<file path="src/rtl/bffla_pkg.sv">
// ----------------------------------------------------------------------------
// best-fit allocator package
// field widths, opcodes, status codes and controller/datapath link types
// ----------------------------------------------------------------------------
package bffla_pkg;

  localparam int REQ_W    = 8;
  localparam int UOFF_W   = 7;
  localparam int STATUS_W = 2;
  // request plus header, header is at most 256 bytes
  localparam int TOTAL_W  = 9;

  localparam logic OP_ALLOC = 1'b0;
  localparam logic OP_FREE  = 1'b1;

  localparam logic [STATUS_W-1:0] ST_OK        = 2'd0;
  localparam logic [STATUS_W-1:0] ST_NO_FIT    = 2'd1;
  localparam logic [STATUS_W-1:0] ST_TOO_LARGE = 2'd2;
  localparam logic [STATUS_W-1:0] ST_FULL      = 2'd3;

  typedef struct packed {
    logic                take;
    logic                scan_init;
    logic                scan_run;
    logic                carve;
    logic                fr_write;
    logic                load;
    logic [STATUS_W-1:0] code;
  } bffla_cmd_t;

  typedef struct packed {
    logic op_free;
    logic too_large;
    logic list_full;
    logic fr_ok;
    logic scan_done;
    logic found;
    logic out_room;
  } bffla_sts_t;

endpackage

</file>
<file path="src/rtl/bffla_if.sv">
// ----------------------------------------------------------------------------
// best-fit allocator channels
// request and result valid/ready channels with their payloads
// ----------------------------------------------------------------------------
interface bffla_in_if import bffla_pkg::*; ();
  logic              valid;
  logic              ready;
  logic              operation;
  logic [REQ_W-1:0]  request_bytes;
  logic [UOFF_W-1:0] user_offset_in;

  modport source (output valid, operation, request_bytes, user_offset_in, input ready);
  modport sink   (input valid, operation, request_bytes, user_offset_in, output ready);
endinterface

interface bffla_out_if import bffla_pkg::*; ();
  logic                valid;
  logic                ready;
  logic [UOFF_W-1:0]   user_offset_out;
  logic [STATUS_W-1:0] status;

  modport source (output valid, user_offset_out, status, input ready);
  modport sink   (input valid, user_offset_out, status, output ready);
endinterface

</file>
<file path="src/rtl/bffla_ram.sv">
// ----------------------------------------------------------------------------
// generic simple dual-port ram
// one write port, one read port with registered read data
// ----------------------------------------------------------------------------
module bffla_ram #(
  parameter int WIDTH = 8,
  parameter int DEPTH = 16
) (
  input  logic                     clk,
  input  logic                     we,
  input  logic [$clog2(DEPTH)-1:0] waddr,
  input  logic [WIDTH-1:0]         wdata,
  input  logic [$clog2(DEPTH)-1:0] raddr,
  output logic [WIDTH-1:0]         rdata
);

  logic [WIDTH-1:0] mem [DEPTH];

  always_ff @(posedge clk) begin
    if (we) begin
      mem[waddr] <= wdata;
    end
    rdata <= mem[raddr];
  end

endmodule

</file>
<file path="src/rtl/bffla_ctrl.sv">
// ----------------------------------------------------------------------------
// best-fit allocator controller
// sequences decode, list scan, carve or append, and result hand-off
// ----------------------------------------------------------------------------
module bffla_ctrl import bffla_pkg::*; (
  input  logic       clk,
  input  logic       rst_n,
  input  logic       in_valid,
  output logic       in_ready,
  output bffla_cmd_t cmd,
  input  bffla_sts_t sts
);

  localparam logic [2:0] S_IDLE   = 3'd0;
  localparam logic [2:0] S_DECODE = 3'd1;
  localparam logic [2:0] S_SCAN   = 3'd2;
  localparam logic [2:0] S_CARVE  = 3'd3;
  localparam logic [2:0] S_FWRITE = 3'd4;
  localparam logic [2:0] S_DONE   = 3'd5;

  logic [2:0]          state_r, state_nxt;
  logic [STATUS_W-1:0] code_r, code_nxt;

  always_ff @(posedge clk) begin
    if (!rst_n) begin
      state_r <= S_IDLE;
      code_r  <= ST_OK;
    end else begin
      state_r <= state_nxt;
      code_r  <= code_nxt;
    end
  end

  assign in_ready = (state_r == S_IDLE);

  always_comb begin
    state_nxt = state_r;
    code_nxt  = code_r;
    cmd       = '0;
    cmd.code  = code_r;
    case (state_r)
      S_IDLE: begin
        if (in_valid) begin
          cmd.take  = 1'b1;
          state_nxt = S_DECODE;
        end
      end
      S_DECODE: begin
        if (sts.op_free) begin
          if (sts.list_full) begin
            code_nxt  = ST_FULL;
            state_nxt = S_DONE;
          end else if (sts.fr_ok) begin
            state_nxt = S_FWRITE;
          end else begin
            // out-of-heap free is dropped quietly
            code_nxt  = ST_OK;
            state_nxt = S_DONE;
          end
        end else if (sts.too_large) begin
          code_nxt  = ST_TOO_LARGE;
          state_nxt = S_DONE;
        end else begin
          cmd.scan_init = 1'b1;
          state_nxt     = S_SCAN;
        end
      end
      S_SCAN: begin
        cmd.scan_run = 1'b1;
        if (sts.scan_done) begin
          if (sts.found) begin
            state_nxt = S_CARVE;
          end else begin
            code_nxt  = ST_NO_FIT;
            state_nxt = S_DONE;
          end
        end
      end
      S_CARVE: begin
        cmd.carve = 1'b1;
        code_nxt  = ST_OK;
        state_nxt = S_DONE;
      end
      S_FWRITE: begin
        cmd.fr_write = 1'b1;
        code_nxt     = ST_OK;
        state_nxt    = S_DONE;
      end
      S_DONE: begin
        if (sts.out_room) begin
          cmd.load  = 1'b1;
          state_nxt = S_IDLE;
        end
      end
      default: begin
        state_nxt = S_IDLE;
      end
    endcase
  end

endmodule

</file>
<file path="src/rtl/bffla_dp.sv">
// ----------------------------------------------------------------------------
// best-fit allocator datapath
// free-list memory, size record memory, scan compare and result register
// ----------------------------------------------------------------------------
module bffla_dp import bffla_pkg::*; #(
  parameter int HEAP_BYTES   = 128,
  parameter int LIST_DEPTH   = 64,
  parameter int HEADER_BYTES = 4
) (
  input  logic                clk,
  input  logic                rst_n,
  input  bffla_cmd_t          cmd,
  output bffla_sts_t          sts,
  input  logic                operation,
  input  logic [REQ_W-1:0]    request_bytes,
  input  logic [UOFF_W-1:0]   user_offset_in,
  input  logic                out_ready,
  output logic                out_valid,
  output logic [UOFF_W-1:0]   user_offset_out,
  output logic [STATUS_W-1:0] status
);

  localparam int AW = $clog2(HEAP_BYTES);
  localparam int FW = $clog2(HEAP_BYTES + 1);
  // start plus free bytes of any entry stays below twice the heap
  localparam int SW = $clog2(2 * HEAP_BYTES);
  localparam int IW = $clog2(LIST_DEPTH);
  localparam int CW = $clog2(LIST_DEPTH + 1);
  localparam int LW = SW + FW;

  logic                op_r;
  logic [TOTAL_W-1:0]  total_r;
  logic [UOFF_W-1:0]   uoff_r;
  logic [CW-1:0]       count_r;
  logic                e0_wr_r;
  logic [CW-1:0]       iss_r;
  logic                cmp_vld_r;
  logic [IW-1:0]       cmp_idx_r;
  logic                found_r;
  logic [IW-1:0]       best_idx_r;
  logic [SW-1:0]       best_start_r;
  logic [FW-1:0]       best_free_r;
  logic [UOFF_W-1:0]   off_r;
  logic                out_valid_r;
  logic [UOFF_W-1:0]   out_offset_r;
  logic [STATUS_W-1:0] out_status_r;

  logic [LW-1:0]       list_rdata;
  logic [LW-1:0]       list_wdata;
  logic [IW-1:0]       list_waddr;
  logic                list_we;
  logic [FW-1:0]       st_rdata;
  logic                st_we;
  logic [7:0]          fr_start;
  logic [SW-1:0]       ent_start;
  logic [FW-1:0]       ent_free;
  logic                iss_lt;
  logic                hit;
  logic [SW:0]         carve_sum;
  logic [FW-1:0]       carve_free;
  logic [9:0]          off_sum;
  logic                in_heap;

  assign fr_start = 8'(uoff_r) - 8'(HEADER_BYTES);
  assign iss_lt   = (iss_r < count_r);

  // entry 0 reads as the whole heap until it is first carved
  always_comb begin
    if ((cmp_idx_r == '0) && !e0_wr_r) begin
      ent_start = '0;
      ent_free  = FW'(HEAP_BYTES);
    end else begin
      ent_start = list_rdata[LW-1:FW];
      ent_free  = list_rdata[FW-1:0];
    end
  end

  assign hit = (TOTAL_W'(ent_free) >= total_r) && (!found_r || (ent_free < best_free_r));

  assign carve_sum  = (SW+1)'(best_start_r) + (SW+1)'(total_r);
  assign carve_free = best_free_r - FW'(total_r);
  assign off_sum    = 10'(best_start_r) + 10'(HEADER_BYTES);
  assign in_heap    = (best_start_r < SW'(HEAP_BYTES));

  assign list_we    = cmd.carve | cmd.fr_write;
  assign list_waddr = cmd.carve ? best_idx_r : count_r[IW-1:0];
  assign list_wdata = cmd.carve ? {carve_sum[SW-1:0], carve_free}
                                : {SW'(fr_start), st_rdata};
  assign st_we      = cmd.carve && in_heap;

  bffla_ram #(.WIDTH(LW), .DEPTH(LIST_DEPTH)) u_list_ram (
    .clk   (clk),
    .we    (list_we),
    .waddr (list_waddr),
    .wdata (list_wdata),
    .raddr (iss_r[IW-1:0]),
    .rdata (list_rdata)
  );

  bffla_ram #(.WIDTH(FW), .DEPTH(HEAP_BYTES)) u_size_ram (
    .clk   (clk),
    .we    (st_we),
    .waddr (best_start_r[AW-1:0]),
    .wdata (total_r[FW-1:0]),
    .raddr (fr_start[AW-1:0]),
    .rdata (st_rdata)
  );

  always_ff @(posedge clk) begin
    if (!rst_n) begin
      count_r     <= CW'(1);
      e0_wr_r     <= 1'b0;
      iss_r       <= '0;
      cmp_vld_r   <= 1'b0;
      found_r     <= 1'b0;
      out_valid_r <= 1'b0;
    end else begin
      if (cmd.scan_init) begin
        iss_r     <= '0;
        cmp_vld_r <= 1'b0;
        found_r   <= 1'b0;
      end else if (cmd.scan_run) begin
        cmp_vld_r <= iss_lt;
        if (iss_lt) begin
          iss_r <= iss_r + CW'(1);
        end
        if (cmp_vld_r && hit) begin
          found_r <= 1'b1;
        end
      end
      if (cmd.carve && (best_idx_r == '0)) begin
        e0_wr_r <= 1'b1;
      end
      if (cmd.fr_write) begin
        count_r <= count_r + CW'(1);
      end
      if (cmd.load) begin
        out_valid_r <= 1'b1;
      end else if (out_ready) begin
        out_valid_r <= 1'b0;
      end
    end
  end

  always_ff @(posedge clk) begin
    if (cmd.take) begin
      op_r    <= operation;
      total_r <= TOTAL_W'(request_bytes) + TOTAL_W'(HEADER_BYTES);
      uoff_r  <= user_offset_in;
      off_r   <= '0;
    end
    if (cmd.scan_run) begin
      cmp_idx_r <= iss_r[IW-1:0];
      if (cmp_vld_r && hit) begin
        best_idx_r   <= cmp_idx_r;
        best_start_r <= ent_start;
        best_free_r  <= ent_free;
      end
    end
    if (cmd.carve) begin
      off_r <= off_sum[UOFF_W-1:0];
    end
    if (cmd.load) begin
      out_offset_r <= off_r;
      out_status_r <= cmd.code;
    end
  end

  assign sts.op_free   = (op_r == OP_FREE);
  assign sts.too_large = (total_r > TOTAL_W'(HEAP_BYTES));
  assign sts.list_full = (count_r == CW'(LIST_DEPTH));
  assign sts.fr_ok     = (uoff_r >= UOFF_W'(HEADER_BYTES)) && (fr_start < 8'(HEAP_BYTES));
  assign sts.scan_done = !iss_lt && !cmp_vld_r;
  assign sts.found     = found_r;
  assign sts.out_room  = !out_valid_r || out_ready;

  assign out_valid       = out_valid_r;
  assign user_offset_out = out_offset_r;
  assign status          = out_status_r;

endmodule

</file>
<file path="src/rtl/best_fit_free_list_allocator.sv">
// ----------------------------------------------------------------------------
// best-fit free-list allocator
// allocates and frees header-prefixed blocks of a byte heap, best fit first
// ----------------------------------------------------------------------------
//   channel   dir  payload                                   handshake
//   in_ch     in   operation, request_bytes, user_offset_in  valid/ready
//   out_ch    out  user_offset_out, status                   valid/ready
//
// allocate: the time from request to result is set by the list scan,
//   which reads one free-list entry per cycle from the single-port-read list memory
// no fitting entry: full scan, no carve; free, oversize, full list and out-of-heap
//   free skip the scan; the block returns to idle before it takes the next request
// reset: synchronous, no clearing pass; entry 0 is flagged as the whole heap
// a held result does not block the next request; work stalls only at hand-off
module best_fit_free_list_allocator import bffla_pkg::*; #(
  parameter int HEAP_BYTES   = 128,
  parameter int LIST_DEPTH   = 64,
  parameter int HEADER_BYTES = 4
) (
  input logic            clk,
  input logic            rst_n,
  bffla_in_if.sink       in_ch,
  bffla_out_if.source    out_ch
);

  bffla_cmd_t cmd;
  bffla_sts_t sts;

  bffla_ctrl u_ctrl (
    .clk      (clk),
    .rst_n    (rst_n),
    .in_valid (in_ch.valid),
    .in_ready (in_ch.ready),
    .cmd      (cmd),
    .sts      (sts)
  );

  bffla_dp #(
    .HEAP_BYTES   (HEAP_BYTES),
    .LIST_DEPTH   (LIST_DEPTH),
    .HEADER_BYTES (HEADER_BYTES)
  ) u_dp (
    .clk             (clk),
    .rst_n           (rst_n),
    .cmd             (cmd),
    .sts             (sts),
    .operation       (in_ch.operation),
    .request_bytes   (in_ch.request_bytes),
    .user_offset_in  (in_ch.user_offset_in),
    .out_ready       (out_ch.ready),
    .out_valid       (out_ch.valid),
    .user_offset_out (out_ch.user_offset_out),
    .status          (out_ch.status)
  );

endmodule

</file>
<file path="src/flat_wrapper.sv">
// flat-port wrapper written by rule: the top's interface ports become plain ports
module best_fit_free_list_allocator_flat import bffla_pkg::*;
#(
  parameter int HEAP_BYTES   = 128,
  parameter int LIST_DEPTH   = 64,
  parameter int HEADER_BYTES = 4
)
  (clk, rst_n, in_ch_valid, in_ch_operation, in_ch_request_bytes, in_ch_user_offset_in, in_ch_ready, out_ch_valid, out_ch_user_offset_out, out_ch_status, out_ch_ready);
  bffla_in_if in_ch_i ();
  bffla_out_if out_ch_i ();
  input logic clk;
  input logic rst_n;
  input wire logic [$bits(in_ch_i.valid)-1:0] in_ch_valid;
  input wire logic [$bits(in_ch_i.operation)-1:0] in_ch_operation;
  input wire logic [$bits(in_ch_i.request_bytes)-1:0] in_ch_request_bytes;
  input wire logic [$bits(in_ch_i.user_offset_in)-1:0] in_ch_user_offset_in;
  output wire logic [$bits(in_ch_i.ready)-1:0] in_ch_ready;
  output wire logic [$bits(out_ch_i.valid)-1:0] out_ch_valid;
  output wire logic [$bits(out_ch_i.user_offset_out)-1:0] out_ch_user_offset_out;
  output wire logic [$bits(out_ch_i.status)-1:0] out_ch_status;
  input wire logic [$bits(out_ch_i.ready)-1:0] out_ch_ready;
  assign in_ch_i.valid = in_ch_valid;
  assign in_ch_i.operation = in_ch_operation;
  assign in_ch_i.request_bytes = in_ch_request_bytes;
  assign in_ch_i.user_offset_in = in_ch_user_offset_in;
  assign in_ch_ready = in_ch_i.ready;
  assign out_ch_valid = out_ch_i.valid;
  assign out_ch_user_offset_out = out_ch_i.user_offset_out;
  assign out_ch_status = out_ch_i.status;
  assign out_ch_i.ready = out_ch_ready;
  best_fit_free_list_allocator #(.HEAP_BYTES(HEAP_BYTES), .LIST_DEPTH(LIST_DEPTH), .HEADER_BYTES(HEADER_BYTES)) u_core (.clk(clk), .rst_n(rst_n), .in_ch(in_ch_i), .out_ch(out_ch_i));
endmodule
</file>
<file path="config.mk">
export PLATFORM = sky130hd
export DESIGN_NAME = best_fit_free_list_allocator_flat
export DESIGN_NICKNAME = d
export VERILOG_FILES = /design/src/rtl/bffla_pkg.sv /design/src/rtl/bffla_if.sv /design/src/rtl/bffla_ram.sv /design/src/rtl/bffla_ctrl.sv /design/src/rtl/bffla_dp.sv /design/src/rtl/best_fit_free_list_allocator.sv /design/src/flat_wrapper.sv
export SDC_FILE = /design/constraint.sdc
export NUM_CORES = 2
export LEC_CHECK = 0
export ABC_AREA = 1
export BUFFER_PORTS_ARGS = -buffer_cell sky130_fd_sc_hd__buf_2
export CORE_ASPECT_RATIO = 1.4
export CORE_MARGIN = 5
export CORE_UTILIZATION = 40
export DETAILED_ROUTE_END_ITERATION = 6
export PLACE_DENSITY_LB_ADDON = 0.25
export REMOVE_ABC_BUFFERS = 1
export SLEW_MARGIN = 10
export SYNTH_ARGS = -nofsm -noshare
export SYNTH_HDL_FRONTEND = slang
export SYNTH_SLANG_ARGS = --single-unit
</file>
<file path="constraint.sdc">
create_clock -name clk -period 7.87 [get_ports clk]
set_input_delay 0.3935 -clock clk [delete_from_list [all_inputs] [get_ports clk]]
set_output_delay 0.3935 -clock clk [all_outputs]
set_load 0.005 [all_outputs]
</file>
==> reports/metrics.yaml <==
ys_seq_area_frac: 0.7450
synth.distinct_cells: 38
maxCapViolCount: 0
setup_violations: 0
track_usage: 0.1996
layout_common_cells: "edfxtp_1, nor2_1, o21ai_0"
synth-seq-cells: 2156
io_pins: 31
clk_path_buf_depth: 3
final.min_clock_period_ns: 4.038
grt_max_degree: 201
layout-area-overhead-vs-synth_pct: 11.74
drc: 0
skew_ns: 0.06211
met3_usage: 0.02591
p_leak_nw: 31.41
crit_slowest_cell: "buf_4"
post_drt_via_cell_ratio: 5.571
wl_per_cell_um: 23.49
multi_input_area_um2: 19760
fin_area_um2: 96400
min_path_type: "input pin to flop"
startpoint_type: "flop"
rows: 201
io_buffers: 30
drive_above_1_share: 0.07404
ys_warn_count: 0
overflow: 0
antenna_left: 0
grt_pass1_wl_um: 344400
synth_compound_area_frac: 0.1073
fill_cells: 19180
fin_tns_setup_ns: 0
drt_iter0_drc: 5570
grt_most_used_layer: "met2"
syn-instance-count: 6903
grt_pass1_vias: 53120
cts_resized: 0
yosys.area_share.adder: 0.006266
finalHoldViolations: 0
vias: 55050
critical_path_class: "flop to flop"
synth_top_family_by_area: "simple AND/OR/NAND/NOR gates"
met2_usage: 0.3426
max_slew_margin: 0.2160
peakVddDrop_mv: 0.2986
final_common_cell: "edfxtp_1"
worstPathArrival_ns: 4.82
final_net_count: 6925
r2r_slack_ns: 3.83
drv_slew: 0
cts_tree: "done"
fmax_mhz: 247.6
max_stage_delay_ns: 0.78
grt_setup_unrepaired: "false"
dieWidth_um: 402.5
core_area_um2: 214500
status: "finished clean"
worst_hold_slack_ns: 0.2413
synth_xor_area_frac: 0.001421
path_common_cell: "nand3_1"
grt.met1_usage: 0.2561
power_density_nw_per_um2: 304.0
clk_pin_slew_ns: 0.06
dp_hpwl_um: 129800
yosys.area_share.simple: 0.1116
die-area_um2: 225200
synth_area_um2: 86270
worst_slew_pin_slew_ns: 1.172
die_h_um: 559.5
dr.pass1.iters: 6
crit_chain: "buf_4 > buf_4 > buf_4 > o21ai_0 > o22ai_1 > nand2_1 > nand3_1 > nand3_1 > nand3_1 > nand3_1 > nand2_1"
place.gp.congestion: 0.8458
regArea_um2: 64280
required_ns: 8.66
dpl_cell_area_um2: 89670
clock_sinks: 2156
cts_buffers: 201
period_share: 0.5131
cp_max_fo: 82
synthMuxAreaShare: 0
clkLatencyLatePin_ns: 0.87
cts_root_buffer: "clkbuf_16"
initial_core_util: 0.4021
postSynthAreaPerCell_um2: 12.50
antenna_found_initial: 4
critPathCaptureType: "flop"
wirelength_um: 232200
cts.htree.levels: 4
## state kept, by name (all words and copies together) (netlist names), 8 cells and up
signal / cells
u_core.u_dp.u_size_ram.rdata: 8
u_core.u_dp.u_size_ram.mem: 1024
u_core.u_dp.u_list_ram.rdata: 16
u_core.u_dp.best_free_r: 8
u_core.u_dp.u_list_ram.mem: 1024
u_core.u_dp.total_r: 9
u_core.u_dp.best_start_r: 8
## worst max-delay path: cells and delay by family, from the launching register on
family	cells	cell delay [ns]
AO/OA/AOI/OAI	2	0.59
buffers and inverters	3	2.10
flip-flops	1	0.32
AND/OR/NAND/NOR	6	0.81
## what timing repair did
item / 4_1_cts / 5_1_grt
setup buffers: 0 / 0
hold buffers: 20 / 0
hold endpoints to repair: 28 / 0
## cells by family after synthesis
group | count (synthesis)
simple gates | 2379
flops | 2156
compound gates | 1691
buf+inv | 621
fa+ha+maj | 42
xor+xnor | 14
## per-stage QoR
step                      worst slack (ns)  total power, mW  utilization  std cells
final                                3.832            29.31       0.4494       9882
after global routing                 3.572            30.46       0.4493       9880
after CTS                            3.857            29.50       0.4493       9879
after detailed placement             3.888            19.89       0.4180       9482
after global placement               3.914            19.81       0.4180       9482
after floorplan                     -13.24            17.65            -       6457
## power breakdown
part | total [mW] | switching, mW | internal, mW
clock network | 9.65 | 4.29 | 5.36
logic | 5.73 | 4.47 | 1.27
registers | 13.9 | 0.121 | 13.8
## layout make-up
class | instances | share of cell area
Antenna cell | 3 | 0.00007788
Tap cell | 2842 | 0.03689
Multi-Input combinational cell | 4126 | 0.2050
Clock buffer | 256 | 0.05507
Clock inverter | 121 | 0.01253
Inverter | 175 | 0.007100
Timing Repair Buffer | 203 | 0.01646
Sequential cell | 2156 | 0.6669
## per-layer routing
layer,up-vias,wire (um),part of all wire
li1,25110,-,-
met2,1840,116500,0.50
met5,-,19,0.000082
met4,2,9728,0.042
met1,27670,92770,0.40
met3,421,13110,0.056
## cells in the mapped netlist (all sizes together)
cell    number  area [um2]
o21ai     1162        5827
xor2         8       70.07
a211oi       2       15.01
a31oi        3       18.77
nor3        11       71.32
clkbuf     313        1175
dfxtp       47       940.9
nor2      1373        5161
clkinv       2       7.510
o21bai       1       7.510
buf        133       613.1
or2          3       18.77
inv        173       649.4
o221ai      56       490.5
o22ai      278        1739
nor2b        1       6.260
nor3b        2       15.01
nand2      569        2136
ha          40       500.5
edfxtp    2109       63330
fa           2       40.04
and2         1       6.260
nand3      366        1832
o211ai      82       615.6
nand4       53       381.6
o21a         3       22.52
a21oi      104       524.3
xnor2        6       52.55
## final timing paths
path,startpoint,cells after the start,end
setup / recovery,u_core.u_dp.uoff_r[0]$_DFFE_PP_,11,u_core.u_dp.u_size_ram.rdata[5]$_DFF_P_
hold / removal,in_ch_user_offset_in[5],2,u_core.u_dp.uoff_r[5]$_DFFE_PP_
setup reg to reg,u_core.u_dp.uoff_r[0]$_DFFE_PP_,11,u_core.u_dp.u_size_ram.rdata[5]$_DFF_P_
hold reg to reg,u_core.u_dp.off_r[6]$_SDFFCE_PN0P_,0,u_core.u_dp.user_offset_out[6]$_DFFE_PP_
Note: power is estimated with default switching activity, not from simulation.
